### src/rtl/rhps_pkg.sv
`default_nettype none
package rhps_pkg;

  // default coordinate width
  localparam int COORD_BITS_DEF = 12;

  // configuration port
  localparam int CFG_IDX_W  = 3;
  localparam int CFG_DATA_W = 16;

  localparam logic [CFG_IDX_W-1:0] REG_AIRLIGHT     = 3'd0;
  localparam logic [CFG_IDX_W-1:0] REG_HAZE_DENSITY = 3'd1;
  localparam logic [CFG_IDX_W-1:0] REG_DEPTH_OFFSET = 3'd2;
  localparam logic [CFG_IDX_W-1:0] REG_CENTER_X     = 3'd3;
  localparam logic [CFG_IDX_W-1:0] REG_CENTER_Y     = 3'd4;

  localparam logic [8:0]  AIRLIGHT_RST     = 9'd128;
  localparam logic [15:0] HAZE_DENSITY_RST = 16'd1311;
  localparam logic [7:0]  DEPTH_OFFSET_RST = 8'd45;
  localparam int          CENTER_X_RST     = 320;
  localparam int          CENTER_Y_RST     = 240;

  // fixed-point constants
  localparam logic [11:0] K_004     = 12'd2621;       // 0.04 in Q.16
  localparam logic [17:0] K_LOG2E   = 18'd94548;      // log2(e) in Q.16
  localparam logic [29:0] K_LN2_Q30 = 30'd744261118;  // ln2 in Q.30
  localparam logic [17:0] T_MAX     = 18'h3FFFF;
  localparam logic [30:0] ONE_Q30   = 31'h4000_0000;
  localparam int          TAYLOR_N  = 10;

  localparam int RGB_W       = 24;
  localparam int OUT_TDATA_W = 48;

  // floor(2^32 / k), k = 1..10
  localparam logic [32:0] RECIP [1:10] = '{
    33'd4294967296, 33'd2147483648, 33'd1431655765, 33'd1073741824,
    33'd858993459,  33'd715827882,  33'd613566756,  33'd536870912,
    33'd477218588,  33'd429496729
  };

  // bus between the exp2 series stages
  typedef struct packed {
    logic [30:0]      term;
    logic [29:0]      z;
    logic [31:0]      sum;
    logic [4:0]       sh;    // final right shift, 13..31
    logic             sat;   // transmission saturates high
    logic             zero;  // transmission underflows to 0
    logic [RGB_W-1:0] rgb;
  } tay_t;

endpackage
`default_nettype wire

### src/rtl/rhps_isqrt.sv
`default_nettype none
module rhps_isqrt #(
  parameter int CB = 12
) (
  input  wire logic                        clk,
  input  wire logic                        rst_n,
  input  wire logic                        en,
  input  wire logic                        in_valid,
  input  wire logic [2*CB:0]               d2,
  input  wire logic [rhps_pkg::RGB_W-1:0]  rgb_in,
  output logic                             out_valid,
  output logic [(2*CB+18)/2-1:0]           root,
  output logic [rhps_pkg::RGB_W-1:0]       rgb_out
);
  import rhps_pkg::*;

  localparam int RAD_W  = 2*CB + 17;
  localparam int ROOT_W = (RAD_W + 1) / 2;
  localparam int RW     = ROOT_W + 2;

  // one result bit per stage, restoring recurrence
  logic [2*ROOT_W-1:0] rad_r  [ROOT_W];
  logic [ROOT_W-1:0]   root_r [ROOT_W];
  logic [RW-1:0]       rem_r  [ROOT_W];
  logic [RGB_W-1:0]    rgb_r  [ROOT_W];
  logic [ROOT_W-1:0]   v_r;

  for (genvar i = 0; i < ROOT_W; i++) begin : g_stage
    logic [2*ROOT_W-1:0] rad_in;
    logic [ROOT_W-1:0]   root_in;
    logic [RW-1:0]       rem_in;
    logic [RGB_W-1:0]    rgb_i;
    logic                v_i;
    logic [RW+1:0]       rem_sh, trial;

    if (i == 0) begin : g_first
      assign rad_in  = (2*ROOT_W)'({d2, 16'h0});
      assign root_in = '0;
      assign rem_in  = '0;
      assign rgb_i   = rgb_in;
      assign v_i     = in_valid;
    end else begin : g_next
      assign rad_in  = rad_r[i-1];
      assign root_in = root_r[i-1];
      assign rem_in  = rem_r[i-1];
      assign rgb_i   = rgb_r[i-1];
      assign v_i     = v_r[i-1];
    end

    assign rem_sh = {rem_in, rad_in[2*(ROOT_W-1-i)+1 -: 2]};
    assign trial  = (RW+2)'({root_in, 2'b01});

    always_ff @(posedge clk) begin
      if (en) begin
        if (rem_sh >= trial) begin
          rem_r[i]  <= RW'(rem_sh - trial);
          root_r[i] <= {root_in[ROOT_W-2:0], 1'b1};
        end else begin
          rem_r[i]  <= RW'(rem_sh);
          root_r[i] <= {root_in[ROOT_W-2:0], 1'b0};
        end
        rad_r[i] <= rad_in;
        rgb_r[i] <= rgb_i;
      end
    end

    always_ff @(posedge clk) begin
      if (!rst_n) begin
        v_r[i] <= 1'b0;
      end else if (en) begin
        v_r[i] <= v_i;
      end
    end
  end

  assign out_valid = v_r[ROOT_W-1];
  assign root      = root_r[ROOT_W-1];
  assign rgb_out   = rgb_r[ROOT_W-1];

endmodule
`default_nettype wire

### config.mk
export PLATFORM = sky130hd
export DESIGN_NAME = rhps_isqrt
export DESIGN_NICKNAME = d
export VERILOG_FILES = /design/src/rtl/rhps_pkg.sv /design/src/rtl/rhps_isqrt.sv
export SDC_FILE = /design/constraint.sdc
export NUM_CORES = 2
export LEC_CHECK = 0
export BUFFER_PORTS_ARGS = -buffer_cell sky130_fd_sc_hd__buf_4
export CAP_MARGIN = 20
export CORE_ASPECT_RATIO = 2
export CORE_MARGIN = 5
export CORE_UTILIZATION = 63
export CTS_CLUSTER_DIAMETER = 60
export DETAILED_ROUTE_END_ITERATION = 10
export PLACE_DENSITY = 0.91
export SYNTH_ARGS = -nofsm -noshare
export SYNTH_HDL_FRONTEND = slang
export SYNTH_SLANG_ARGS = --single-unit
### constraint.sdc
create_clock -name clk -period 3.98 [get_ports clk]
set_input_delay 0.597 -clock clk [delete_from_list [all_inputs] [get_ports clk]]
set_output_delay 0.597 -clock clk [all_outputs]
set_load 0.1 [all_outputs]
==> run metrics <==
Synth async-reset ratio=0; met1 Usage GRT=0.182; number of synthesized flops with an enable pin=1311; die area=97400 um2; minimum clock period=3450 ps; first-pass GRT wire length=173000 um; fmax=290 MHz; row count=156; count of maximum capacitance violations=0; area grow syn2layout=11.2%; outcome=complete, no violations; unrepaired setup endpoints after global routing=false; Yosys cell types=84; average cell area after synthesis=14.2 um2; Critical Path RT=4460 ps; sequential element share of the synthesized area=0.695; antenna violations before repair=1; cell area after synthesis=57300 um2; Initial Utilization=0.634; Worst Slack Setup Final=530 ps; met3 usage=0.0377; endpoints failing hold=0; ANT cells=0; Yosys reg bits=1333; drt pass-1 iters=5; Root Buffer=clkbuf_16; vias after detailed routing=32.7k; Final Total Pwr=33900 uW; Worst-Skew Late Latency=730 ps; Tightest Pin Transition=1170 ps; met2 GRT Util=0.448; Setup Skew=55.1 ps; Worst Path Arrival=3930 ps; Final GP Congestion=0.895; CTS tree=done; layout cell share with drive strength beyond 1=0.0813; GRT Overall Usage=0.222; vias per std cell=5.94; # H-tree levels=3; maximum vdd ir drop=0.462 mV; clk sinks=1333; busiest layer in global routing=met2; DP Worst Slack=670 ps; Leak Pwr=0.0238 uW; CP endpoint kind=register; placed wire-length estimate=75300 um; CP Launch Type=register; slew margin rel.=0.219; Slew Limit Fails=0; total global routing overflow=0; I/O Pins=99; syn_nets=4327; PD cells=532 nW/um2; largest net degree at the start of global routing=225; Core Area=90400 um2; prevailing post-synth register cell=edfxtp_1; Yosys Warn Count=0; Nets=4540; Clock Path Buffers=3; Reg clk slew, reported paths=70 ps; DRT Wirelength=109000 um; initial drt markers=2283; CP Class=register to register; Num CTS Buffers=107; setup TNS=0 ps; postcts setup bufs=0; crit-path max FO=22; input/output buffers=98; drc violations=0; post-detailed-route wirelength per cell=19.8 um; Cells after Synth=4029; period utilisation layout=0.867; Die Wd=223 um; die height=436 um; Routed Antenna Nets=0; vias in the first global route=35.4k; # setup viols final=0; HP Class=input pin to register
cell usage in the layout, fill, tap and decap left out, types with 29 or more instances in the layout:
master / instances
edfxtp_1: 1311
inv_1: 292
nor2_1: 254
ha_1: 238
a21oi_1: 216
nand2_1: 201
xor2_1: 164
xnor2_1: 149
buf_4: 141
clkbuf_16: 108
o21ai_1: 99
o21ai_0: 80
nor3_1: 80
nor2b_1: 59
a21o_1: 59
nor4_1: 59
o21a_1: 57
nand3_1: 55
nand2b_1: 47
dlygate4sd3_1: 43
or3_1: 40
mux2i_1: 32
mux2_1: 30
a211oi_1: 29
where the power goes:
| part | internal, uW | switching [uW] | total (uW) |
|---|---|---|---|
| combinational | 2060 | 3050 | 5110 |
| clock | 5990 | 4890 | 10900 |
| sequential | 17100 | 745 | 17900 |
| total | 25200 | 8690 | 33900 |
cell usage after synthesis (all sizes together), types with 57 or more instances:
cell    instances  area (um2)
nor2b          59         369
inv           301        1130
ha            238        2980
nor2          255         960
o21a           57         428
o21ai         179         896
nor3           82         420
clkbuf         74         278
nand2         201         754
xnor2         149        1310
edfxtp       1311       39400
xor2          164        1440
nor4           62         407
a21oi         216        1080
a21o           59         443
per-layer routing:
layer | vias up | routed length [um]
li1 | 15400 | -
met1 | 16000 | 31500
met2 | 906 | 64500
met3 | 460 | 3900
met4 | 0 | 9410
met5 | - | 0
registers in the layout (all words and copies together), names as in the netlist:
name,flops
rgb_r,504
rem_r,421
root_r,231
rad_r,156
g_stage.v_i,20
out_valid,1
cell type report:
type | instances | area (um2)
well taps | 1185 | 1480
clock buffers | 129 | 2810
repair buffers | 191 | 1630
multi-input cells | 2308 | 16000
fillers | 5579 | 26700
inverters | 301 | 1130
flip-flops and latches | 1333 | 39800
clock inverters | 65 | 791
critical path, cell delays in order, from the launching register on:
cell and delay, ps:
edfxtp_1 420, ha_1 390, nand3_1 340, o211ai_1 520, a211oi_1 130, buf_4 190, o21ai_1 490, buf_4 390
mux2_1 350
cell families (layout without fill, tap and decap cells):
| group | count (synthesis) | after routing | synth area share |
|---|---|---|---|
| compound gates | 705 | 705 | 0.0764 |
| xor+xnor | 313 | 313 | 0.0479 |
| fa+ha+maj | 245 | 245 | 0.0544 |
| buf+inv | 388 | 686 | 0.0258 |
| flops | 1333 | 1333 | 0.695 |
| mux | 72 | 72 | 0.0135 |
| simple gates | 973 | 973 | 0.0871 |
final timing paths:
path	start	endpoint	slack (ps)	cells after the start
worst min register to register	rad_r[2][100]	rad_r[2][142]	380	0
worst max-delay path	rem_r[2][48]	rem_r[2][72]	530	8
worst min-delay path	d2[1]	rad_r[0][17]	90	1
worst max register to register	rem_r[2][48]	rem_r[2][72]	530	8
metrics by stage:
stage / std cells / utilization / hold slack [ps] / instance area (um2)
floorplan: 4029 / - / 400 / 57300
global placement: 5274 / 0.660 / 400 / 59600
detailed placement: 5275 / 0.660 / 405 / 59600
CTS: 5512 / 0.705 / 26.5 / 63700
global route: 5512 / 0.705 / 31.3 / 63700
finish: 5512 / 0.705 / 86.5 / 63700
what timing repair did:
action                    CTS  global route
hold endpoints to repair   43             0
resized for setup           0             0
hold buffers               43             0
(Power assumes the default switching activity.)
