===== src/rtl/rhps_pkg.sv =====
`default_nettype none
package rhps_pkg;

  // default coordinate width
  localparam int COORD_BITS_DEF = 12;

  // configuration port
  localparam int CFG_IDX_W  = 3;
  localparam int CFG_DATA_W = 16;

  localparam logic [CFG_IDX_W-1:0] REG_AIRLIGHT     = 3'd0;
  localparam logic [CFG_IDX_W-1:0] REG_HAZE_DENSITY = 3'd1;
  localparam logic [CFG_IDX_W-1:0] REG_DEPTH_OFFSET = 3'd2;
  localparam logic [CFG_IDX_W-1:0] REG_CENTER_X     = 3'd3;
  localparam logic [CFG_IDX_W-1:0] REG_CENTER_Y     = 3'd4;

  localparam logic [8:0]  AIRLIGHT_RST     = 9'd128;
  localparam logic [15:0] HAZE_DENSITY_RST = 16'd1311;
  localparam logic [7:0]  DEPTH_OFFSET_RST = 8'd45;
  localparam int          CENTER_X_RST     = 320;
  localparam int          CENTER_Y_RST     = 240;

  // fixed-point constants
  localparam logic [11:0] K_004     = 12'd2621;       // 0.04 in Q.16
  localparam logic [17:0] K_LOG2E   = 18'd94548;      // log2(e) in Q.16
  localparam logic [29:0] K_LN2_Q30 = 30'd744261118;  // ln2 in Q.30
  localparam logic [17:0] T_MAX     = 18'h3FFFF;
  localparam logic [30:0] ONE_Q30   = 31'h4000_0000;
  localparam int          TAYLOR_N  = 10;

  localparam int RGB_W       = 24;
  localparam int OUT_TDATA_W = 48;

  // floor(2^32 / k), k = 1..10
  localparam logic [32:0] RECIP [1:10] = '{
    33'd4294967296, 33'd2147483648, 33'd1431655765, 33'd1073741824,
    33'd858993459,  33'd715827882,  33'd613566756,  33'd536870912,
    33'd477218588,  33'd429496729
  };

  // bus between the exp2 series stages
  typedef struct packed {
    logic [30:0]      term;
    logic [29:0]      z;
    logic [31:0]      sum;
    logic [4:0]       sh;    // final right shift, 13..31
    logic             sat;   // transmission saturates high
    logic             zero;  // transmission underflows to 0
    logic [RGB_W-1:0] rgb;
  } tay_t;

endpackage
`default_nettype wire


===== src/rtl/rhps_term.sv =====
`default_nettype none
module rhps_term #(
  parameter int K = 1
) (
  input  wire logic           clk,
  input  wire logic           rst_n,
  input  wire logic           en,
  input  wire logic           in_valid,
  input  rhps_pkg::tay_t      in_bus,
  output logic                out_valid,
  output rhps_pkg::tay_t      out_bus
);
  import rhps_pkg::*;

  // term_k = ((term_{k-1} * z) >> 30) / K, divide by reciprocal plus one fixup
  logic [2:0]  v_r;
  tay_t        bus_a_r, bus_b_r, bus_c_r;
  tay_t        bus_c_nxt;
  logic [60:0] prod_r;
  logic [30:0] u, u_r, q0_r, rem, q;
  logic [63:0] qp;
  logic [34:0] qk;

  assign u   = prod_r[60:30];
  assign qp  = u * RECIP[K];
  assign qk  = q0_r * 4'(K);
  assign rem = u_r - qk[30:0];
  assign q   = (rem >= 31'(K)) ? q0_r + 31'd1 : q0_r;

  always_comb begin
    bus_c_nxt      = bus_b_r;
    bus_c_nxt.term = q;
    bus_c_nxt.sum  = bus_b_r.sum + 32'(q);
  end

  always_ff @(posedge clk) begin
    if (!rst_n) begin
      v_r <= '0;
    end else if (en) begin
      v_r <= {v_r[1:0], in_valid};
    end
  end

  always_ff @(posedge clk) begin
    if (en) begin
      prod_r  <= in_bus.term * in_bus.z;
      bus_a_r <= in_bus;
      u_r     <= u;
      q0_r    <= qp[62:32];
      bus_b_r <= bus_a_r;
      bus_c_r <= bus_c_nxt;
    end
  end

  assign out_valid = v_r[2];
  assign out_bus   = bus_c_r;

endmodule
`default_nettype wire


===== config.mk =====
export PLATFORM = sky130hd
export DESIGN_NAME = rhps_term
export DESIGN_NICKNAME = d
export VERILOG_FILES = /design/src/rtl/rhps_pkg.sv /design/src/rtl/rhps_term.sv
export SDC_FILE = /design/constraint.sdc
export NUM_CORES = 2
export LEC_CHECK = 0
export BUFFER_PORTS_ARGS = -buffer_cell sky130_fd_sc_hd__buf_4
export CAP_MARGIN = 20
export CELL_PAD_IN_SITES_DETAIL_PLACEMENT = 1
export CELL_PAD_IN_SITES_GLOBAL_PLACEMENT = 1
export CORE_MARGIN = 1
export CORE_UTILIZATION = 50
export DETAILED_ROUTE_END_ITERATION = 10
export PLACE_DENSITY = 0.92
export SYNTH_ARGS = -nofsm -noshare
export SYNTH_HDL_FRONTEND = slang
export SYNTH_SLANG_ARGS = --single-unit

===== constraint.sdc =====
create_clock -name clk -period 19.1 [get_ports clk]
set_input_delay 5.73 -clock clk [delete_from_list [all_inputs] [get_ports clk]]
set_output_delay 5.73 -clock clk [all_outputs]
set_load 0.02 [all_outputs]

==> impl_metrics.csv <==
group,metric,value,unit
status,status,"completed",
placed_design,pre_cts_slack,4.52,ns
critical_path,arrival,14.95,ns
final_layout,area_delta_synth_final,8.80,%
cts,cts.repair.resized,0,
cts,cts_tree,"yes",
synth,synth-edff-count,372,
die,ios,253,
sta,rsz0062_at_grt,"false",
final_layout,fin_area,0.0465,sq mm
cts,ctsHoldBuffers,0,
cts,clock_sinks,375,
synth,yosysTopAreaCell,"fa_1",
drt,wirelength,152000,um
synth,syn-num-nets,5159,
die,fp-row-count,106,
cts,clk_path_buf_depth,3,
global_routing,antenna_found_initial,14,
critical_path,criticalPathCategory,"in2reg",
final_layout,drive_gt1_frac,0.0762,
die,fp.dieH,294,um
run,max_cap_violations,0,
critical_path,crit_path_end_kind,"flop",
placed_design,io_buffers,252,
sta,fin_crit_sh,0.764,
drt,vias,31400,
synth,avgSynthCellArea,10.8,sq um
sta,tightest_slew,1.03,ns
final_layout,fin_cells,5214,
sta,finalMaxSlewViolations,0,
cts,cts_setup_buffers,0,
sta,setup-violations-final,0,
drt,avgRoutedWirePerCell,29.1,um
placed_design,post-dp-hpwl,107000,um
sta,fin_tns_setup,0,ns
min_path,hold_path.class,"reg2reg",
placed_design,gp_congestion,0.911,
sta,worst_slack,4.50,ns
critical_path,cp_slowest_cell,"a211oi_1",
global_routing,grt_overflow_total,0,
synth,synthTopCellsByArea,"fa_1, edfxtp_1, and2_1, ha_1, inv_1",
sta,slew_headroom,0.315,
critical_path,max_stage_delay,0.75,ns
synth,ys_seq_elements,375,
synth,ys_types,56,
critical_path,cp.required,19.45,ns
placed_design,placed_cell_area,0.0454,sq mm
global_routing,grt_pass1_wl,226000,um
final_layout,final_common_cell,"inv_1",
cts,cts_buffers,37,
drt,routed_via_density,6.02,
global_routing,grt_pass1_vias,36500,
sta,max_freq,0.0685,GHz
critical_path,cp-start-kind,"primary input",
cts,root_buffer,"clkbuf_16",
final_layout,layout_common_cells,"inv_1, fa_1, and2_1",
global_routing,grt_max_degree,173,
critical_path,crit_top_cell,"fa_1",
critical_path,crit_fanout,32,
sta,hold_viol,0,
die,core,0.0842,sq mm
cts,clk_pin_slew,0.07,ns
synth,synth_area,0.0428,sq mm
sta,skew,0.0347,ns
drt,drc,0,
global_routing,grt_usage,0.354,
sta,min_period,14.60,ns
critical_path,crit_chain,"buf_4 > nand2_1 > fa_1 > fa_1 > inv_1 > fa_1 > fa_1 > fa_1 > fa_1 > fa_1 > inv_1 > fa_1 > inv_1 > ha_1 > and3_1 > nor2b_1 > nand2_1 > a211oi_1 > o21ai_0 > o21ai_0 > a41oi_1 > o31ai_1 > xor2_1",
drt,drt_first_pass_iters,8,
placed_design,post-place-cells,5138,
die,start_util,0.508,
drt,ant_nets,0,
synth,syn_inst,3946,
cts,cts_max_level,2,
final_layout,nets,5256,
synth,synth_top_cell_area_share,0.378,
die,die-area,0.0867,sq mm
cts,clk-insertion-delay-late,0.56,ns
synth,synth.yosys.seq_area_share,0.263,
synth,yosys_most_used_dff,"edfxtp_1",
die,die_w,294,um
drt,initialDrtViolationCount,2976,
synth,async_reset_ff_frac,0,
min_path,hold_depth,0,
synth,yosysWarnings,0,
critical_path,reg2regPathDepth,12,
## Yosys cell counts, types with 2 or more instances
| cell | n |
|---|---|
| a21o_1 | 36 |
| o211ai_1 | 10 |
| o31ai_1 | 3 |
| xnor2_1 | 40 |
| nor2b_1 | 12 |
| or2_2 | 3 |
| a21boi_0 | 3 |
| or3_1 | 2 |
| and2_1 | 566 |
| dfxtp_1 | 3 |
| o2111ai_1 | 3 |
| nor2_1 | 47 |
| nand2_1 | 424 |
| mux2i_1 | 4 |
| o21a_1 | 7 |
| a311oi_1 | 2 |
| and3_1 | 9 |
| o21ai_0 | 47 |
| a31oi_1 | 10 |
| o221ai_1 | 2 |
| a221oi_1 | 2 |
| a21oi_1 | 86 |
| nand3_1 | 19 |
| a211oi_1 | 7 |
| a41oi_1 | 4 |
| a2111oi_0 | 3 |
| fa_1 | 808 |
| nor3_1 | 9 |
| ha_1 | 277 |
| nand2b_1 | 10 |
| edfxtp_1 | 372 |
| xor2_1 | 21 |
| o21bai_1 | 8 |
| nor4_1 | 4 |
| clkbuf_1 | 196 |
| nand4_1 | 17 |
| inv_1 | 851 |
## path summary, 6_finish.rpt
kind,start,slack (ns),endpoint
max,in_bus[78],4.50,prod_r[51]
min,bus_a_r[22],0.41,bus_b_r[22]
max reg2reg,u_r[0],15.65,out_bus[61]
min reg2reg,bus_a_r[22],0.41,bus_b_r[22]
## area by class of cell
class                   instances  area [sq um]
fillers                      8901         37700
well taps                    1134          1420
repair buffers                254          1930
diodes                         13          32.5
flip-flops and latches        375         11200
clock buffers                  41           962
multi-input cells            2524         27600
inverters                     851          3190
clock inverters                22           161
## flip-flops by register name (all words and copies together) (netlist names)
register / cells
out_bus: 124
bus_a_r: 93
bus_b_r: 93
prod_r: 31
u_r: 31
v_r: 3
## per-layer routing
metal	share of wire	global-route usage	wire length [um]
met1	0.33	0.404	50200
met2	0.49	0.607	74900
met3	0.099	0.0667	15000
met4	0.077	0.237	11600
met5	0.000086	0	13
## logic make-up (layout without fill, tap and decap cells)
kind of cell | Yosys count | in the layout | synth area share
AOI/OAI and AO/OA | 248 | 248 | 0.0365
DFF | 375 | 375 | 0.263
adders and majority gates | 1085 | 1085 | 0.459
xor gates and xnor gates | 61 | 61 | 0.0125
other | 0 | 13 | 0
muxes | 4 | 4 | 0.000936
buffers and inverters | 1047 | 1168 | 0.0919
and+or+nand+nor | 1126 | 1126 | 0.136
## worst max-delay path, delay by kind of cell
family          cells  cell delay [ns]
simple gates        4             1.02
fa+ha+maj           9             4.61
xor+xnor            1             0.33
compound gates      5             2.62
buf+inv             4             0.63
## through the flow
stage	util	hold slack (ns)
2_1_floorplan	-	0.400
3_3_place_gp	0.539	0.400
3_5_place_dp	0.539	0.406
4_1_cts	0.552	0.404
5_1_grt	0.552	0.423
6_report	0.553	0.406
Power is not shown: default switching activity piles up to over one toggle a cycle in this logic, so the estimate is an artifact.
