**config.mk**
```make
export PLATFORM = sky130hd
export DESIGN_NAME = rhps_mix
export DESIGN_NICKNAME = d
export VERILOG_FILES = /design/src/rtl/rhps_pkg.sv /design/src/rtl/rhps_mix.sv
export SDC_FILE = /design/constraint.sdc
export NUM_CORES = 2
export LEC_CHECK = 0
export ABC_AREA = 0
export BUFFER_PORTS_ARGS = -buffer_cell sky130_fd_sc_hd__buf_2
export CORE_ASPECT_RATIO = 1.75
export CORE_MARGIN = 4
export CORE_UTILIZATION = 65
export CTS_CLUSTER_DIAMETER = 100
export DETAILED_ROUTE_END_ITERATION = 12
export HOLD_SLACK_MARGIN = 0.12
export PLACE_DENSITY = 0.84
export SETUP_SLACK_MARGIN = 0.4
export SYNTH_ARGS = -nofsm -noshare
export SYNTH_HDL_FRONTEND = slang
export SYNTH_SLANG_ARGS = --single-unit
```
**constraint.sdc**
```tcl
create_clock -name clk -period 11 [get_ports clk]
set_input_delay 1.65 -clock clk [delete_from_list [all_inputs] [get_ports clk]]
set_output_delay 1.65 -clock clk [all_outputs]
set_load 0.01 [all_outputs]
```
**src/rtl/rhps_pkg.sv**
```systemverilog
`default_nettype none
package rhps_pkg;

  // default coordinate width
  localparam int COORD_BITS_DEF = 12;

  // configuration port
  localparam int CFG_IDX_W  = 3;
  localparam int CFG_DATA_W = 16;

  localparam logic [CFG_IDX_W-1:0] REG_AIRLIGHT     = 3'd0;
  localparam logic [CFG_IDX_W-1:0] REG_HAZE_DENSITY = 3'd1;
  localparam logic [CFG_IDX_W-1:0] REG_DEPTH_OFFSET = 3'd2;
  localparam logic [CFG_IDX_W-1:0] REG_CENTER_X     = 3'd3;
  localparam logic [CFG_IDX_W-1:0] REG_CENTER_Y     = 3'd4;

  localparam logic [8:0]  AIRLIGHT_RST     = 9'd128;
  localparam logic [15:0] HAZE_DENSITY_RST = 16'd1311;
  localparam logic [7:0]  DEPTH_OFFSET_RST = 8'd45;
  localparam int          CENTER_X_RST     = 320;
  localparam int          CENTER_Y_RST     = 240;

  // fixed-point constants
  localparam logic [11:0] K_004     = 12'd2621;       // 0.04 in Q.16
  localparam logic [17:0] K_LOG2E   = 18'd94548;      // log2(e) in Q.16
  localparam logic [29:0] K_LN2_Q30 = 30'd744261118;  // ln2 in Q.30
  localparam logic [17:0] T_MAX     = 18'h3FFFF;
  localparam logic [30:0] ONE_Q30   = 31'h4000_0000;
  localparam int          TAYLOR_N  = 10;

  localparam int RGB_W       = 24;
  localparam int OUT_TDATA_W = 48;

  // floor(2^32 / k), k = 1..10
  localparam logic [32:0] RECIP [1:10] = '{
    33'd4294967296, 33'd2147483648, 33'd1431655765, 33'd1073741824,
    33'd858993459,  33'd715827882,  33'd613566756,  33'd536870912,
    33'd477218588,  33'd429496729
  };

  // bus between the exp2 series stages
  typedef struct packed {
    logic [30:0]      term;
    logic [29:0]      z;
    logic [31:0]      sum;
    logic [4:0]       sh;    // final right shift, 13..31
    logic             sat;   // transmission saturates high
    logic             zero;  // transmission underflows to 0
    logic [RGB_W-1:0] rgb;
  } tay_t;

endpackage
`default_nettype wire

```
**src/rtl/rhps_mix.sv**
```systemverilog
`default_nettype none
module rhps_mix (
  input  wire logic           clk,
  input  wire logic           rst_n,
  input  wire logic           en,
  input  wire logic           in_valid,
  input  rhps_pkg::tay_t      in_bus,
  input  wire logic [8:0]     airlight,
  output logic                out_valid,
  output logic [7:0]          red,
  output logic [7:0]          green,
  output logic [7:0]          blue,
  output logic [17:0]         trans
);
  import rhps_pkg::*;

  logic [2:0]          v_r;
  logic [32:0]         rnd, shv;
  logic [17:0]         t_r, t2_r, t3_r;
  logic [RGB_W-1:0]    rgb_r;
  logic [16:0]         a255;
  logic signed [19:0]  dt;
  logic [25:0]         pt_r [3];
  logic signed [37:0]  at_r;
  logic [7:0]          chan [3];

  // round and scale 2^(f) down by 2^(14-n)
  assign rnd  = 33'(in_bus.sum) + (33'd1 << (in_bus.sh - 5'd1));
  assign shv  = rnd >> in_bus.sh;
  assign a255 = {airlight, 8'h0} - 17'(airlight);
  assign dt   = $signed(20'd65536) - $signed({2'b0, t_r});

  for (genvar c = 0; c < 3; c++) begin : g_chan
    logic signed [38:0] num;
    logic signed [14:0] cv;
    assign num = $signed({5'b0, pt_r[c], 8'h0}) + at_r + $signed(39'd8388608);
    assign cv  = num[38:24];
    always_comb begin
      if (num[38]) begin
        chan[c] = 8'h00;
      end else if (|cv[14:8]) begin
        chan[c] = 8'hFF;
      end else begin
        chan[c] = cv[7:0];
      end
    end
  end

  always_ff @(posedge clk) begin
    if (!rst_n) begin
      v_r <= '0;
    end else if (en) begin
      v_r <= {v_r[1:0], in_valid};
    end
  end

  always_ff @(posedge clk) begin
    if (en) begin
      if (in_bus.sat) begin
        t_r <= T_MAX;
      end else if (in_bus.zero) begin
        t_r <= '0;
      end else if (shv > 33'(T_MAX)) begin
        t_r <= T_MAX;
      end else begin
        t_r <= shv[17:0];
      end
      rgb_r   <= in_bus.rgb;
      pt_r[0] <= rgb_r[7:0]   * t_r;
      pt_r[1] <= rgb_r[15:8]  * t_r;
      pt_r[2] <= rgb_r[23:16] * t_r;
      at_r    <= $signed({1'b0, a255}) * dt;
      t2_r    <= t_r;
      red     <= chan[0];
      green   <= chan[1];
      blue    <= chan[2];
      t3_r    <= t2_r;
    end
  end

  assign out_valid = v_r[2];
  assign trans     = t3_r;

endmodule
`default_nettype wire

```
==> impl_metrics.yaml <==
finish:
  drive_gt1_share_pct: 6.82
  syn_to_final_growth_pct: 5.36
  n_antenna_cell: 0
  fillers: 4555
  final_common_cell: "inv_1"
  mostFrequentLayoutCells: "inv_1 (697), fa_1 (613), nand2_1 (592)"
  final_nets: 5413
  utilization_pct: 69.1
sta:
  slew_headroom_pct: 13.7
  drv_slew: 0
  period_minus_slack_ns: 10.03
  setup_tns_ns: 0
  worstMarginPinSlew_ns: 1.28
  rsz0062_at_grt: "false"
  hold_violations: 0
  fmaxAchievable_ghz: 0.0997
  finalCritPeriodShare_pct: 91.2
  finalSetupViolCount: 0
  fin_skew_ns: 0.0411
worst_setup_path:
  cp-end-kind: "flop"
  r2r-end: "at_r[36]"
  crit_path_max_incr_delay_ns: 0.63
  critPathRequiredTime_ns: 11.30
  arrival_ns: 10.33
  r2r_slack_ns: 1.02
  startpoint_type: "input port"
  crit_path_start: "airlight[4]"
  r2r-start: "t_r[0]"
  critPathMostFrequentCell: "fa_1"
  path_class: "input port to flop"
  reg2regPathDepth: 31
  crit_slowest_cell: "xor2_1"
  crit_path_max_fanout: 12
grt:
  grt_pass1_wl_mm: 169
  overflow: 0
  antenna_found_initial: 0
  grt_max_degree: 97
  grt_pass1_vias: 34500
  grt_usage_pct: 32.5
hold_path:
  worstHoldStart: "t2_r[6]"
  hold_depth: 0
  whs_endpoint: "trans[6]"
  hold_path.class: "flop to flop"
logic_synthesis:
  synthArstFlopShare_pct: 0
  yosys_warnings: 0
  synth-seq-area-share_pct: 16.1
  synthCells: 4301
  yosysUniqueCellTypes: 109
  synth_flop_cell: "edfxtp_1"
  synth-edff-count: 209
  ys_seq_elements: 212
  synth_nets: 5391
  netlist_area_mm2: 0.0393
  avgSynthCellArea_um2: 9.15
cts:
  post_cts_buffers: 0
  clkTransAtPathRegs_ns: 0.07
  cts_tree: "done"
  cts-resized-gates: 0
  clock_latency_ns: 0.57
  cts_num_sinks: 212
  holdBufCountCts: 0
  numCtsBuffers: 22
  clockRootBuffer: "clkbuf_16"
  htree_levels: 1
  clk_path_buf_depth: 3
routing:
  drtAntennaViolNets: 0
  postRouteWirelength_mm: 104
  route.detailed.drc: 0
  firstDrtPassIters: 6
  drtIter0Drc: 1943
  routed-via-count: 31600
  via_per_inst: 6.16
  routedWlPerCell_um: 20.3
floorplanning:
  row_count: 119
  die_y_um: 333
  dieArea_mm2: 0.0647
  floorplan.initialDensity_pct: 65.6
  die_x_um: 194
  core_area_mm2: 0.0600
  ios: 180
placement:
  gp_congestion: 0.956
  dpl.hpwl_mm: 83.0
  portBuffers: 118
job:
  cap_violations: 0
outcome:
  outcome: "completed"
-- synthesized netlist by cell type, types with 12 or more instances --
library cell	count	area, um2
a211oi_1	35	263
a21o_1	53	398
a21oi_1	161	806
a31oi_1	23	144
and2_1	241	1510
and3_1	26	163
buf_1	17	63.8
clkbuf_1	158	593
edfxtp_1	209	6280
fa_1	613	12300
ha_1	340	4250
inv_1	697	2620
mux2i_1	35	350
nand2_1	592	2220
nand2b_1	18	113
nand3_1	50	250
nand4_1	26	163
nor2_1	242	908
nor2b_1	39	244
nor3_1	88	440
nor3b_1	12	90.1
o211ai_1	24	180
o21a_1	30	225
o21ai_0	64	320
o21ai_1	12	60.1
o22ai_1	12	75.1
o31ai_1	14	105
or3_1	28	175
xnor2_1	126	1100
xor2_1	66	578
-- final cells by class --
type,instances,area [um2],share of cell area (%)
clock buffers,24,558,1.35
clock inverters,16,196,0.474
inverters,697,2620,6.31
multi-input cells,3206,29700,71.6
flip-flops and latches,212,6340,15.3
well taps,786,983,2.37
repair buffers,184,1100,2.64
-- sequential cells by signal, indices dropped and copies added, names as in the netlist --
signal  flops
t2_r       18
trans      18
t_r        18
pt_r       78
blue        8
red         8
rgb_r      24
v_r         3
at_r       29
green       8
-- how the worst max path moves through the flow --
| stage | cells after the start | end | slack (ns) |
|---|---|---|---|
| final | 29 | at_r[36] | 0.97 |
| after global routing | 29 | at_r[36] | 0.43 |
| after CTS | 28 | at_r[36] | 1.05 |
| after global placement | 29 | at_r[36] | 0.62 |
| after detailed placement | 28 | at_r[36] | 0.48 |
| after floorplan | 30 | at_r[36] | 1.46 |
-- critical path: cells and delay by family --
family	cells	cell delay [ns]
adders and majority gates	7	3.27
xor gates and xnor gates	2	0.72
AOI/OAI and AO/OA	9	2.62
buffers and inverters	5	0.63
and+or+nand+nor	6	1.45
-- logic make-up after synthesis --
group / share of synthesized area [%]
DFF: 16.1
xor gates and xnor gates: 4.34
muxes: 1.58
buffers and inverters: 8.49
and+or+nand+nor: 17.6
adders and majority gates: 42.0
AOI/OAI and AO/OA: 9.87
-- stage by stage --
step | worst slack [ns] | hold slack, ns | area, um2 | std cells
floorplan | 1.46 | 0.400 | 39300 | 4301
global placement | 0.617 | 0.402 | 40700 | 5085
detailed placement | 0.475 | 0.405 | 40700 | 5085
CTS | 1.05 | 0.413 | 41400 | 5125
global route | 0.433 | 0.429 | 41400 | 5125
finish | 0.969 | 0.411 | 41400 | 5125
-- routing by layer --
layer | up-vias | wire length, um | GRT usage [%]
met5 | - | 0 | 0
met4 | 0 | 9120 | 24.1
met3 | 607 | 6460 | 4.52
met2 | 1367 | 55600 | 60.4
met1 | 15600 | 33000 | 32.6
li1 | 14000 | - | -
Power is not shown: default switching activity piles up to over one toggle a cycle in this logic, so the estimate is an artifact.
