**src/rtl/rhps_pkg.sv**
```systemverilog
`default_nettype none
package rhps_pkg;

  // default coordinate width
  localparam int COORD_BITS_DEF = 12;

  // configuration port
  localparam int CFG_IDX_W  = 3;
  localparam int CFG_DATA_W = 16;

  localparam logic [CFG_IDX_W-1:0] REG_AIRLIGHT     = 3'd0;
  localparam logic [CFG_IDX_W-1:0] REG_HAZE_DENSITY = 3'd1;
  localparam logic [CFG_IDX_W-1:0] REG_DEPTH_OFFSET = 3'd2;
  localparam logic [CFG_IDX_W-1:0] REG_CENTER_X     = 3'd3;
  localparam logic [CFG_IDX_W-1:0] REG_CENTER_Y     = 3'd4;

  localparam logic [8:0]  AIRLIGHT_RST     = 9'd128;
  localparam logic [15:0] HAZE_DENSITY_RST = 16'd1311;
  localparam logic [7:0]  DEPTH_OFFSET_RST = 8'd45;
  localparam int          CENTER_X_RST     = 320;
  localparam int          CENTER_Y_RST     = 240;

  // fixed-point constants
  localparam logic [11:0] K_004     = 12'd2621;       // 0.04 in Q.16
  localparam logic [17:0] K_LOG2E   = 18'd94548;      // log2(e) in Q.16
  localparam logic [29:0] K_LN2_Q30 = 30'd744261118;  // ln2 in Q.30
  localparam logic [17:0] T_MAX     = 18'h3FFFF;
  localparam logic [30:0] ONE_Q30   = 31'h4000_0000;
  localparam int          TAYLOR_N  = 10;

  localparam int RGB_W       = 24;
  localparam int OUT_TDATA_W = 48;

  // floor(2^32 / k), k = 1..10
  localparam logic [32:0] RECIP [1:10] = '{
    33'd4294967296, 33'd2147483648, 33'd1431655765, 33'd1073741824,
    33'd858993459,  33'd715827882,  33'd613566756,  33'd536870912,
    33'd477218588,  33'd429496729
  };

  // bus between the exp2 series stages
  typedef struct packed {
    logic [30:0]      term;
    logic [29:0]      z;
    logic [31:0]      sum;
    logic [4:0]       sh;    // final right shift, 13..31
    logic             sat;   // transmission saturates high
    logic             zero;  // transmission underflows to 0
    logic [RGB_W-1:0] rgb;
  } tay_t;

endpackage
`default_nettype wire

```
**src/rtl/rhps_dist.sv**
```systemverilog
`default_nettype none
module rhps_dist #(
  parameter int CB = 12
) (
  input  wire logic                    clk,
  input  wire logic                    rst_n,
  input  wire logic                    en,
  input  wire logic                    in_valid,
  input  wire logic [CB-1:0]           pos_x,
  input  wire logic [CB-1:0]           pos_y,
  input  wire logic [CB-1:0]           cx,
  input  wire logic [CB-1:0]           cy,
  input  wire logic [rhps_pkg::RGB_W-1:0] rgb_in,
  output logic                         out_valid,
  output logic [2*CB:0]                d2,
  output logic [rhps_pkg::RGB_W-1:0]   rgb_out
);
  import rhps_pkg::*;

  logic [2:0]              v_r;
  logic signed [CB:0]      dx_r, dy_r;
  logic signed [2*CB+1:0]  sqx_full, sqy_full;
  logic [2*CB-1:0]         sqx_r, sqy_r;
  logic [2*CB:0]           d2_r;
  logic [RGB_W-1:0]        rgb1_r, rgb2_r, rgb3_r;

  assign sqx_full = dx_r * dx_r;
  assign sqy_full = dy_r * dy_r;

  always_ff @(posedge clk) begin
    if (!rst_n) begin
      v_r <= '0;
    end else if (en) begin
      v_r <= {v_r[1:0], in_valid};
    end
  end

  always_ff @(posedge clk) begin
    if (en) begin
      dx_r   <= $signed({1'b0, pos_x}) - $signed({1'b0, cx});
      dy_r   <= $signed({1'b0, pos_y}) - $signed({1'b0, cy});
      rgb1_r <= rgb_in;
      sqx_r  <= sqx_full[2*CB-1:0];
      sqy_r  <= sqy_full[2*CB-1:0];
      rgb2_r <= rgb1_r;
      d2_r   <= (2*CB+1)'(sqx_r) + (2*CB+1)'(sqy_r);
      rgb3_r <= rgb2_r;
    end
  end

  assign out_valid = v_r[2];
  assign d2        = d2_r;
  assign rgb_out   = rgb3_r;

endmodule
`default_nettype wire

```
**config.mk**
```make
export PLATFORM = sky130hd
export DESIGN_NAME = rhps_dist
export DESIGN_NICKNAME = d
export VERILOG_FILES = /design/src/rtl/rhps_pkg.sv /design/src/rtl/rhps_dist.sv
export SDC_FILE = /design/constraint.sdc
export NUM_CORES = 1
export LEC_CHECK = 0
export ABC_AREA = 1
export BUFFER_PORTS_ARGS = -buffer_cell sky130_fd_sc_hd__buf_2
export CAP_MARGIN = 20
export CORE_MARGIN = 5
export CORE_UTILIZATION = 40
export CTS_CLUSTER_DIAMETER = 50
export DETAILED_ROUTE_END_ITERATION = 8
export PLACE_DENSITY = 0.67
export RECOVER_POWER = 25
export SLEW_MARGIN = 20
export SYNTH_ARGS = -nofsm -noshare
export SYNTH_HDL_FRONTEND = slang
export SYNTH_SLANG_ARGS = --single-unit
```
**constraint.sdc**
```tcl
create_clock -name clk -period 6.68 [get_ports clk]
set_input_delay 0.334 -clock clk [delete_from_list [all_inputs] [get_ports clk]]
set_output_delay 0.334 -clock clk [all_outputs]
set_load 0.02 [all_outputs]
```
==> impl_metrics.json <==
{
  "cts.sinks": 172,
  "worstPathCellList": "nand2_1 -> fa_1 -> fa_1 -> inv_1 -> fa_1 -> fa_1 -> fa_1 -> ha_1 -> ha_1 -> a21oi_1 -> o21ai_0 -> a21oi_1 -> nand3_1 -> nand2_1 -> nand2_1",
  "multiInputGateArea_sq_mm": 0.0120,
  "min_to": "rgb1_r[21]$_DFFE_PP_",
  "grt_remaining_overflow": 0,
  "placementRows": 80,
  "seq_area_sq_mm": 0.00513,
  "cp.arrival_ns": 5.93,
  "synth_area_leaders": "fa_1, edfxtp_1, ha_1",
  "synth_top_family_by_area": "adder cells",
  "yosys.area.top_type": "fa_1",
  "dr.pass1.iters": 5,
  "grt_pass1_vias": 14404,
  "synthDistinctLibCells": 39,
  "holdBufCountCts": 0,
  "wire_per_inst_um": 14.5,
  "fmax_ghz": 0.175,
  "top_level_ports": 126,
  "grt_usage": 0.160,
  "worstHoldStart": "rgb_in[21]",
  "rr_endpoint": "sqx_r[22]$_DFFE_PP_",
  "clk_pin_slew_ns": 0.09,
  "yosys-mux-area-fraction": 0,
  "fill_cells": 4563,
  "synth-main-ff-cell": "edfxtp_1",
  "htree_num_levels": 4,
  "grt_pass1_wl_mm": 69.8,
  "wl_mm": 40.2,
  "r2r-start": "dx_r[12]$_DFFE_PP_",
  "antenna_cells": 0,
  "critPathCaptureType": "register",
  "hold_class": "input port to register",
  "avgSynthCellArea_sq_um": 9.36,
  "path_common_cell": "fa_1",
  "rr_worst_depth": 15,
  "die_w_um": 228,
  "worst_pin_slew_ns": 5.82,
  "synth_top_area_share": 0.275,
  "violations": "capacitance limit, slew limit",
  "final_antenna_net_count": 0,
  "initial_core_util": 0.401,
  "grt_max_degree": 114,
  "worstPathMaxFanout": 19,
  "period_needed_ns": 5.72,
  "cts_setup_buffers": 0,
  "cts_buffer_depth": 2,
  "synthAdderAreaFrac": 0.400,
  "cap_violations": 1,
  "finalHoldViolations": 0,
  "whs_path_depth": 1,
  "dp_hpwl_mm": 33.9,
  "synth_compound_area_frac": 0.0466,
  "antenna_found_initial": 1,
  "cts_tree": "done",
  "path_class": "register to register",
  "slowest_delay_ns": 0.79,
  "finalSetupViolCount": 0,
  "rsz0062_at_grt": "false",
  "finalNetCount": 2678,
  "drc_errors": 0,
  "io_buffers": 125,
  "slew_viol_final": 114,
  "fp.dieH_um": 228,
  "synth-simple-area-share": 0.149,
  "clkLatencyLatePin_ns": 0.45,
  "required_ns": 6.88,
  "post-synth-top-count-cell": "inv_1",
  "clockRootBuffer": "clkbuf_16",
  "synth_seq_area_share": 0.270,
  "fin_setup_tns_ns": 0,
  "yosysWarnings": 0,
  "crit_path_top_delay_cell": "edfxtp_1",
  "gp_congestion": 0.890,
  "syn_inst": 2034,
  "reg2reg_slack_ns": 0.96,
  "skew_ns": 0.0156,
  "viasPerCell": 4.79,
  "drt_iter0_drc": 661,
  "area_delta_synth_final_pct": 10.2,
  "die_area_sq_mm": 0.0521,
  "startpoint_type": "register",
  "drive_above_1_share": 0.0943,
  "cts_resized": 0,
  "mappedNetlistArea_sq_mm": 0.0190,
  "status": "finished with violations",
  "syn_nets": 2561,
  "synth_common_cells": "inv_1, nand2_1, fa_1, ha_1, edfxtp_1",
  "synth-async-reset-ratio": 0,
  "max_slew_margin": -2.88,
  "synthXorXnorAreaFrac": 0.0359,
  "ys_seq_elements": 172,
  "core_area_sq_mm": 0.0474,
  "synth-edff-count": 169,
  "fin_crit_sh": 0.857,
  "numCtsBuffers": 17,
  "num_vias": 13304
}
## layout by cell type, fill, tap and decap left out, drive strengths merged, types with 4 or more instances in the layout
cell type and count:
a21o 12, a21oi 78, a31o 4, a31oi 6, buf 126, clkbuf 18
clkinv 10, edfxtp 169, fa 262, ha 189, inv 477, nand2 449
nand3 74, nand3b 6, nand4 19, nor2 113, nor3 8, o21ai 33
o21bai 14, or2 5, xnor2 20, xor2 58
## worst max-delay path by stage
stage / end / slack [ns] / from
floorplan: sqy_r[22]$_DFFE_PP_ / 1.39 / dy_r[12]$_DFFE_PP_
global placement: sqy_r[23]$_DFFE_PP_ / 1.03 / dy_r[12]$_DFFE_PP_
detailed placement: sqx_r[22]$_DFFE_PP_ / 0.97 / dx_r[12]$_DFFE_PP_
CTS: sqx_r[23]$_DFFE_PP_ / 0.89 / dx_r[12]$_DFFE_PP_
global route: v_r[1]$_SDFFE_PN0P_ / 0.45 / en
finish: sqx_r[22]$_DFFE_PP_ / 0.96 / dx_r[12]$_DFFE_PP_
## layer usage
| metal | up-vias | track usage | share of wire |
|---|---|---|---|
| met2 | 285 | 0.283 | 0.50 |
| met5 | - | 0 | 0 |
| met1 | 6438 | 0.215 | 0.45 |
| met4 | 0 | 0.0318 | 0.014 |
| met3 | 51 | 0.0189 | 0.037 |
| li1 | 6530 | - | - |
## logic make-up after synthesis
group	after synthesis
and+or+nand+nor	676
DFF	172
buffers and inverters	502
other	1
AOI/OAI and AO/OA	154
xor gates and xnor gates	78
adders and majority gates	451
## metrics by stage
step | util | cell area (sq um) | hold WS, ns | instances | setup slack [ns]
2_1_floorplan | - | 19000 | 0.400 | 2034 | 1.39
3_3_place_gp | 0.429 | 20300 | 0.400 | 2747 | 1.03
3_5_place_dp | 0.429 | 20300 | 0.405 | 2747 | 0.970
4_1_cts | 0.442 | 21000 | 0.0406 | 2779 | 0.887
5_1_grt | 0.442 | 21000 | 0.0399 | 2779 | 0.452
6_report | 0.442 | 21000 | 0.0531 | 2779 | 0.957
## state kept, by name, summed over array words and instances (netlist names)
signal,flops
rgb2_r,24
sqx_r,23
sqy_r,23
rgb_out,24
rgb1_r,24
d2,25
v_r,3
dx_r,13
dy_r,13
## critical path: cells and delay by family (launching register included)
kind | cells | cell delay, ns
fa+ha+maj | 7 | 3.37
compound gates | 3 | 0.66
simple gates | 4 | 0.45
buf+inv | 1 | 0.18
flops | 1 | 0.79
## final cells by class
cell class,count,area share
clock buffer,17,0.0203
clock inverter,15,0.0103
inverter,473,0.0846
multi-input combinational,1360,0.573
sequential,172,0.245
tap,615,0.0367
timing repair buffer,127,0.0305
Power is not shown: default switching activity piles up to over one toggle a cycle in this logic, so the estimate is an artifact.
