===== src/rtl/rhps_pkg.sv =====
`default_nettype none
package rhps_pkg;

  // default coordinate width
  localparam int COORD_BITS_DEF = 12;

  // configuration port
  localparam int CFG_IDX_W  = 3;
  localparam int CFG_DATA_W = 16;

  localparam logic [CFG_IDX_W-1:0] REG_AIRLIGHT     = 3'd0;
  localparam logic [CFG_IDX_W-1:0] REG_HAZE_DENSITY = 3'd1;
  localparam logic [CFG_IDX_W-1:0] REG_DEPTH_OFFSET = 3'd2;
  localparam logic [CFG_IDX_W-1:0] REG_CENTER_X     = 3'd3;
  localparam logic [CFG_IDX_W-1:0] REG_CENTER_Y     = 3'd4;

  localparam logic [8:0]  AIRLIGHT_RST     = 9'd128;
  localparam logic [15:0] HAZE_DENSITY_RST = 16'd1311;
  localparam logic [7:0]  DEPTH_OFFSET_RST = 8'd45;
  localparam int          CENTER_X_RST     = 320;
  localparam int          CENTER_Y_RST     = 240;

  // fixed-point constants
  localparam logic [11:0] K_004     = 12'd2621;       // 0.04 in Q.16
  localparam logic [17:0] K_LOG2E   = 18'd94548;      // log2(e) in Q.16
  localparam logic [29:0] K_LN2_Q30 = 30'd744261118;  // ln2 in Q.30
  localparam logic [17:0] T_MAX     = 18'h3FFFF;
  localparam logic [30:0] ONE_Q30   = 31'h4000_0000;
  localparam int          TAYLOR_N  = 10;

  localparam int RGB_W       = 24;
  localparam int OUT_TDATA_W = 48;

  // floor(2^32 / k), k = 1..10
  localparam logic [32:0] RECIP [1:10] = '{
    33'd4294967296, 33'd2147483648, 33'd1431655765, 33'd1073741824,
    33'd858993459,  33'd715827882,  33'd613566756,  33'd536870912,
    33'd477218588,  33'd429496729
  };

  // bus between the exp2 series stages
  typedef struct packed {
    logic [30:0]      term;
    logic [29:0]      z;
    logic [31:0]      sum;
    logic [4:0]       sh;    // final right shift, 13..31
    logic             sat;   // transmission saturates high
    logic             zero;  // transmission underflows to 0
    logic [RGB_W-1:0] rgb;
  } tay_t;

endpackage
`default_nettype wire


===== src/rtl/rhps_expo.sv =====
`default_nettype none
module rhps_expo #(
  parameter int ROOT_W = 21
) (
  input  wire logic                        clk,
  input  wire logic                        rst_n,
  input  wire logic                        en,
  input  wire logic                        in_valid,
  input  wire logic [ROOT_W-1:0]           r8,
  input  wire logic [rhps_pkg::RGB_W-1:0]  rgb_in,
  input  wire logic [15:0]                 haze_density,
  input  wire logic [7:0]                  depth_offset,
  output logic                             out_valid,
  output rhps_pkg::tay_t                   out_bus
);
  import rhps_pkg::*;

  localparam int G_W = ROOT_W + 5;
  localparam int D_W = ((G_W > 24) ? G_W : 24) + 1;
  localparam int X_W = D_W + 17;   // beta * d product
  localparam int Y_W = D_W + 19;   // x * log2e product
  localparam int N_W = D_W - 12;   // integer part of -y

  logic [6:0]              v_r;
  logic [RGB_W-1:0]        rgb_r [7];

  logic [ROOT_W+11:0]      gp_r;
  logic [ROOT_W+12:0]      g_sum;
  logic [G_W-1:0]          g16;
  logic signed [D_W-1:0]   d16_r;
  logic signed [X_W-1:0]   xp_r, x_rnd;
  logic signed [D_W:0]     x16_r;
  logic signed [Y_W-1:0]   yp_r, y_rnd;
  logic signed [D_W+2:0]   y16;
  logic signed [D_W+3:0]   s;
  logic signed [N_W-1:0]   n;
  logic [15:0]             f_r;
  logic [4:0]              sh_r, sh6_r;
  logic                    sat_r, zero_r, sat6_r, zero6_r;
  logic [45:0]             zp;
  logic [29:0]             z_r;

  assign g_sum = (ROOT_W+13)'(gp_r) + (ROOT_W+13)'(128);
  assign g16   = g_sum[ROOT_W+12:8];
  assign x_rnd = xp_r + $signed(X_W'(32768));
  assign y_rnd = yp_r + $signed(Y_W'(32768));
  assign y16   = y_rnd[Y_W-1:16];
  assign s     = -$signed({y16[D_W+2], y16});
  assign n     = s[D_W+3:16];
  assign zp    = f_r * K_LN2_Q30;

  always_ff @(posedge clk) begin
    if (!rst_n) begin
      v_r <= '0;
    end else if (en) begin
      v_r <= {v_r[5:0], in_valid};
    end
  end

  always_ff @(posedge clk) begin
    if (en) begin
      // 0.04 * r
      gp_r     <= r8 * K_004;
      rgb_r[0] <= rgb_in;
      // depth in Q.16
      d16_r    <= $signed(D_W'({depth_offset, 16'h0})) - $signed(D_W'(g16));
      rgb_r[1] <= rgb_r[0];
      // beta * d
      xp_r     <= $signed({1'b0, haze_density}) * d16_r;
      rgb_r[2] <= rgb_r[1];
      x16_r    <= x_rnd[X_W-1:16];
      rgb_r[3] <= rgb_r[2];
      // convert to base 2
      yp_r     <= x16_r * $signed(K_LOG2E);
      rgb_r[4] <= rgb_r[3];
      // split exponent into integer and fraction
      f_r      <= s[15:0];
      sat_r    <= (n >= N_W'(2));
      zero_r   <= (n <= N_W'(-18));
      sh_r     <= 5'(N_W'(14) - n);
      rgb_r[5] <= rgb_r[4];
      // fraction times ln2, Q.30
      z_r      <= zp[45:16];
      sh6_r    <= sh_r;
      sat6_r   <= sat_r;
      zero6_r  <= zero_r;
      rgb_r[6] <= rgb_r[5];
    end
  end

  assign out_valid     = v_r[6];
  assign out_bus.term  = ONE_Q30;
  assign out_bus.z     = z_r;
  assign out_bus.sum   = 32'(ONE_Q30);
  assign out_bus.sh    = sh6_r;
  assign out_bus.sat   = sat6_r;
  assign out_bus.zero  = zero6_r;
  assign out_bus.rgb   = rgb_r[6];

endmodule
`default_nettype wire


===== config.mk =====
export PLATFORM = sky130hd
export DESIGN_NAME = rhps_expo
export DESIGN_NICKNAME = d
export VERILOG_FILES = /design/src/rtl/rhps_pkg.sv /design/src/rtl/rhps_expo.sv
export SDC_FILE = /design/constraint.sdc
export NUM_CORES = 2
export LEC_CHECK = 0
export BUFFER_PORTS_ARGS = -buffer_cell sky130_fd_sc_hd__buf_2
export CAP_MARGIN = 15
export CORE_ASPECT_RATIO = 0.7
export CORE_MARGIN = 8
export CORE_UTILIZATION = 59
export DETAILED_ROUTE_END_ITERATION = 7
export HOLD_SLACK_MARGIN = 0.05
export PLACE_DENSITY = 0.8
export SLEW_MARGIN = 25
export SYNTH_ARGS = -nofsm -noshare
export SYNTH_HDL_FRONTEND = slang
export SYNTH_SLANG_ARGS = --single-unit

===== constraint.sdc =====
create_clock -name clk -period 6 [get_ports clk]
set_input_delay 0.3 -clock clk [delete_from_list [all_inputs] [get_ports clk]]
set_output_delay 0.3 -clock clk [all_outputs]
set_load 0.01 [all_outputs]

==> metrics.md <==
| Metric | Value |
|---|---|
| Status | finished with violations |
| Violated checks | setup timing |
| Util after Layout | 68.7% |
| Cells along the critical path | buf_6 -> and2_4 -> fa_1 -> inv_2 -> fa_2 -> fa_2 -> inv_2 -> fa_2 -> fa_1 -> inv_2 -> fa_1 -> inv_2 -> ha_4 -> a21o_1 -> a21oi_2 -> o21bai_1 -> a21oi_2 -> o41ai_2 -> buf_4 -> buf_4 -> o211ai_1 -> nand3b_1 -> buf_4 -> xor2_1 |
| GR Overflow Total | 0 |
| Site row count | 89 |
| Via count | 34000 |
| Relative slew slack | 14.5% |
| Gate Count Post-Synth | 4766 |
| Nature of the critical path endpoint | register |
| Sequential share of the synthesized area | 22.5% |
| Min Tclk post-route | 6210 ps |
| Slowest stage cell, crit path | fa_2 |
| Die Height | 259 um |
| Antenna violations before repair | 3 |
| Critical Path Max Stage Delay | 590 ps |
| Worst-path clk slew | 60 ps |
| CTS tree | built |
| Clock Tree Root | clkbuf_16 |
| Yosys warning count | 0 |
| Number of global-route vias before repair | 35600 |
| ANT nets after route | 0 |
| Hold WC Path Type | input port to register |
| Final worst slack | -214 ps |
| DRT Wirelength | 111 mm |
| Nets@finish | 6756 |
| Setup Skew | 24.0 ps |
| Total CTS buffers | 44 |
| Max-cap violations | 0 |
| Async set or reset register ratio after synthesis | 0% |
| Share of cells above drive strength 1 | 16.3% |
| CP max FO | 4 |
| Initial Util | 59.3% |
| EDFF count, synth | 369 |
| Cell taking the most area after synthesis | fa_1 |
| WP data arrival | 6560 ps |
| Final worst-path cycle share | 104% |
| Slew @ Worst Pin | 1270 ps |
| Core outline area | 0.0840 mm2 |
| I/O Buffers | 134 |
| Htree depth | 2 |
| Largest net degree at the start of global routing | 105 |
| CP required | 6350 ps |
| Area Growth Syn to Fin | 15.8% |
| Synthesized area per cell | 10.5 um2 |
| Clk buf depth | 3 |
| RSZ-0062 raised after global routing | yes |
| Mapped cell area | 0.0498 mm2 |
| All-layer global routing usage | 23.3% |
| Fmax | 161 MHz |
| First DRT Iteration DRCs | 2099 |
| Die W | 363 um |
| Number of distinct library cells after synthesis | 79 |
| Pins Over Slew Limit | 0 |
| CP Class | register to register |
| Pre-antenna DRT Iters | 6 |
| Final setup vio count | 22 |
| Avg WL per Cell | 17.2 um |
| Top-level I/O count | 198 |
| Worst slack, placed | -406 ps |
| Clk sinks | 376 |
| Synth Register Bits | 376 |
| Most frequent cells in the layout | inv_1, fa_1, ha_1 |
| Drt drc | 0 |
| Synth area leaders | fa_1, edfxtp_1, ha_1, inv_1, xnor2_1 |
| Final hold violations | 0 |
| Worst path most repeated cell | inv_2 |
| Clk_lat worst skew | 610 ps |
| Primary FF master, synth | edfxtp_1 |
| Die area | 0.0942 mm2 |
| First-pass GRT wire length | 179 mm |
| Gpl congestion | 0.942 |
| Yosys top cell area share | 32.5% |
| Final HPWL DP | 89.7 mm |
| Via-to-Cell Ratio | 5.25 |
| Fillers | 5983 |
| Commonest non-fill, non-tap cell in the layout | inv_1 |
| Setup crit start kind | register |
cell families (layout without fill, tap and decap cells):
| group | count (synthesis) | after routing | synth area share [%] |
|---|---|---|---|
| adder cells (fa/ha/maj) | 1393 | 1393 | 47.2 |
| AO/OA/AOI/OAI | 378 | 378 | 4.93 |
| AND/OR/NAND/NOR | 918 | 918 | 9.23 |
| XOR/XNOR | 253 | 253 | 4.45 |
| buffers and inverters | 1424 | 1922 | 11.3 |
| multiplexers | 22 | 22 | 0.444 |
| other | 2 | 65 | 0.0151 |
| flip-flops | 376 | 376 | 22.5 |
worst max-delay path: cells and delay by family, from the launching register on:
kind | cells | cell delay, ps
AOI/OAI and AO/OA | 6 | 970
buffers and inverters | 8 | 810
adders and majority gates | 7 | 3230
xor gates and xnor gates | 1 | 130
DFF | 1 | 470
and+or+nand+nor | 2 | 320
registers in the layout (all words and copies together), names as in the netlist:
register  cells
z_r          30
sat6_r        1
sat_r         1
x16_r        28
zero_r        1
d16_r        27
gp_r         26
sh_r          5
f_r          16
xp_r         29
zero6_r       1
v_r           7
yp_r         31
rgb_r       168
sh6_r         5
synth_stat cells, drive strengths merged (38+ instances only):
cell	count
buf	76
o21ai	62
a21oi	115
ha	585
xnor2	187
nor2	91
nand3	63
xor2	66
clkbuf	90
inv	1258
and3	48
nand2	365
a21o	50
fa	808
nor3	38
and2	174
edfxtp	369
what timing repair did:
item	in CTS	in global routing
hold endpoints to repair	31	0
endpoints found under the setup margin	39	57
hold buffers	27	0
gates resized for setup	113	178
pin swaps	99	212
buffers inserted	35	67
stage by stage:
stage | cell area [um2] | hold WS, ps | std cells | TNS [ps]
after floorplan | 50200 | 399 | 4827 | 0
after global placement | 54000 | 400 | 6256 | -5280
after detailed placement | 54000 | 405 | 6256 | -9260
after CTS | 56400 | 146 | 6399 | -225
after global routing | 57700 | 173 | 6464 | -7420
final | 57700 | 173 | 6464 | -1910
final timing paths:
kind,from,endpoint,slack [ps],cells after the start
max,d16_r[21],xp_r[41],-210,24
min,depth_offset[0],d16_r[16],170,3
max reg2reg,d16_r[21],xp_r[41],-210,24
min reg2reg,rgb_r[2][15],rgb_r[3][15],410,0
metal layers:
| layer | part of all wire [%] | routed length, um | vias to the layer above | GRT usage, % |
|---|---|---|---|---|
| met5 | 0.0099 | 11 | - | 0 |
| met3 | 8.0 | 8870 | 162 | 4.86 |
| met2 | 47 | 52200 | 1149 | 37.9 |
| met4 | 1.8 | 2000 | 2 | 4.71 |
| met1 | 43 | 47900 | 16900 | 32.7 |
| li1 | - | - | 15800 | - |
area by class of cell:
cell class                 instances  area (um2)  share of cell area (%)
antenna                            2        5.00                 0.00868
clock buffer                      52        1130                    1.96
clock inverter                    29         372                   0.644
inverter                        1258        4730                    8.19
multi-input combinational       3027       34300                    59.5
sequential                       376       11200                    19.5
tap                             1137        1420                    2.47
timing repair buffer             583        4490                    7.79
Power is not shown: default switching activity piles up to over one toggle a cycle in this logic, so the estimate is an artifact.
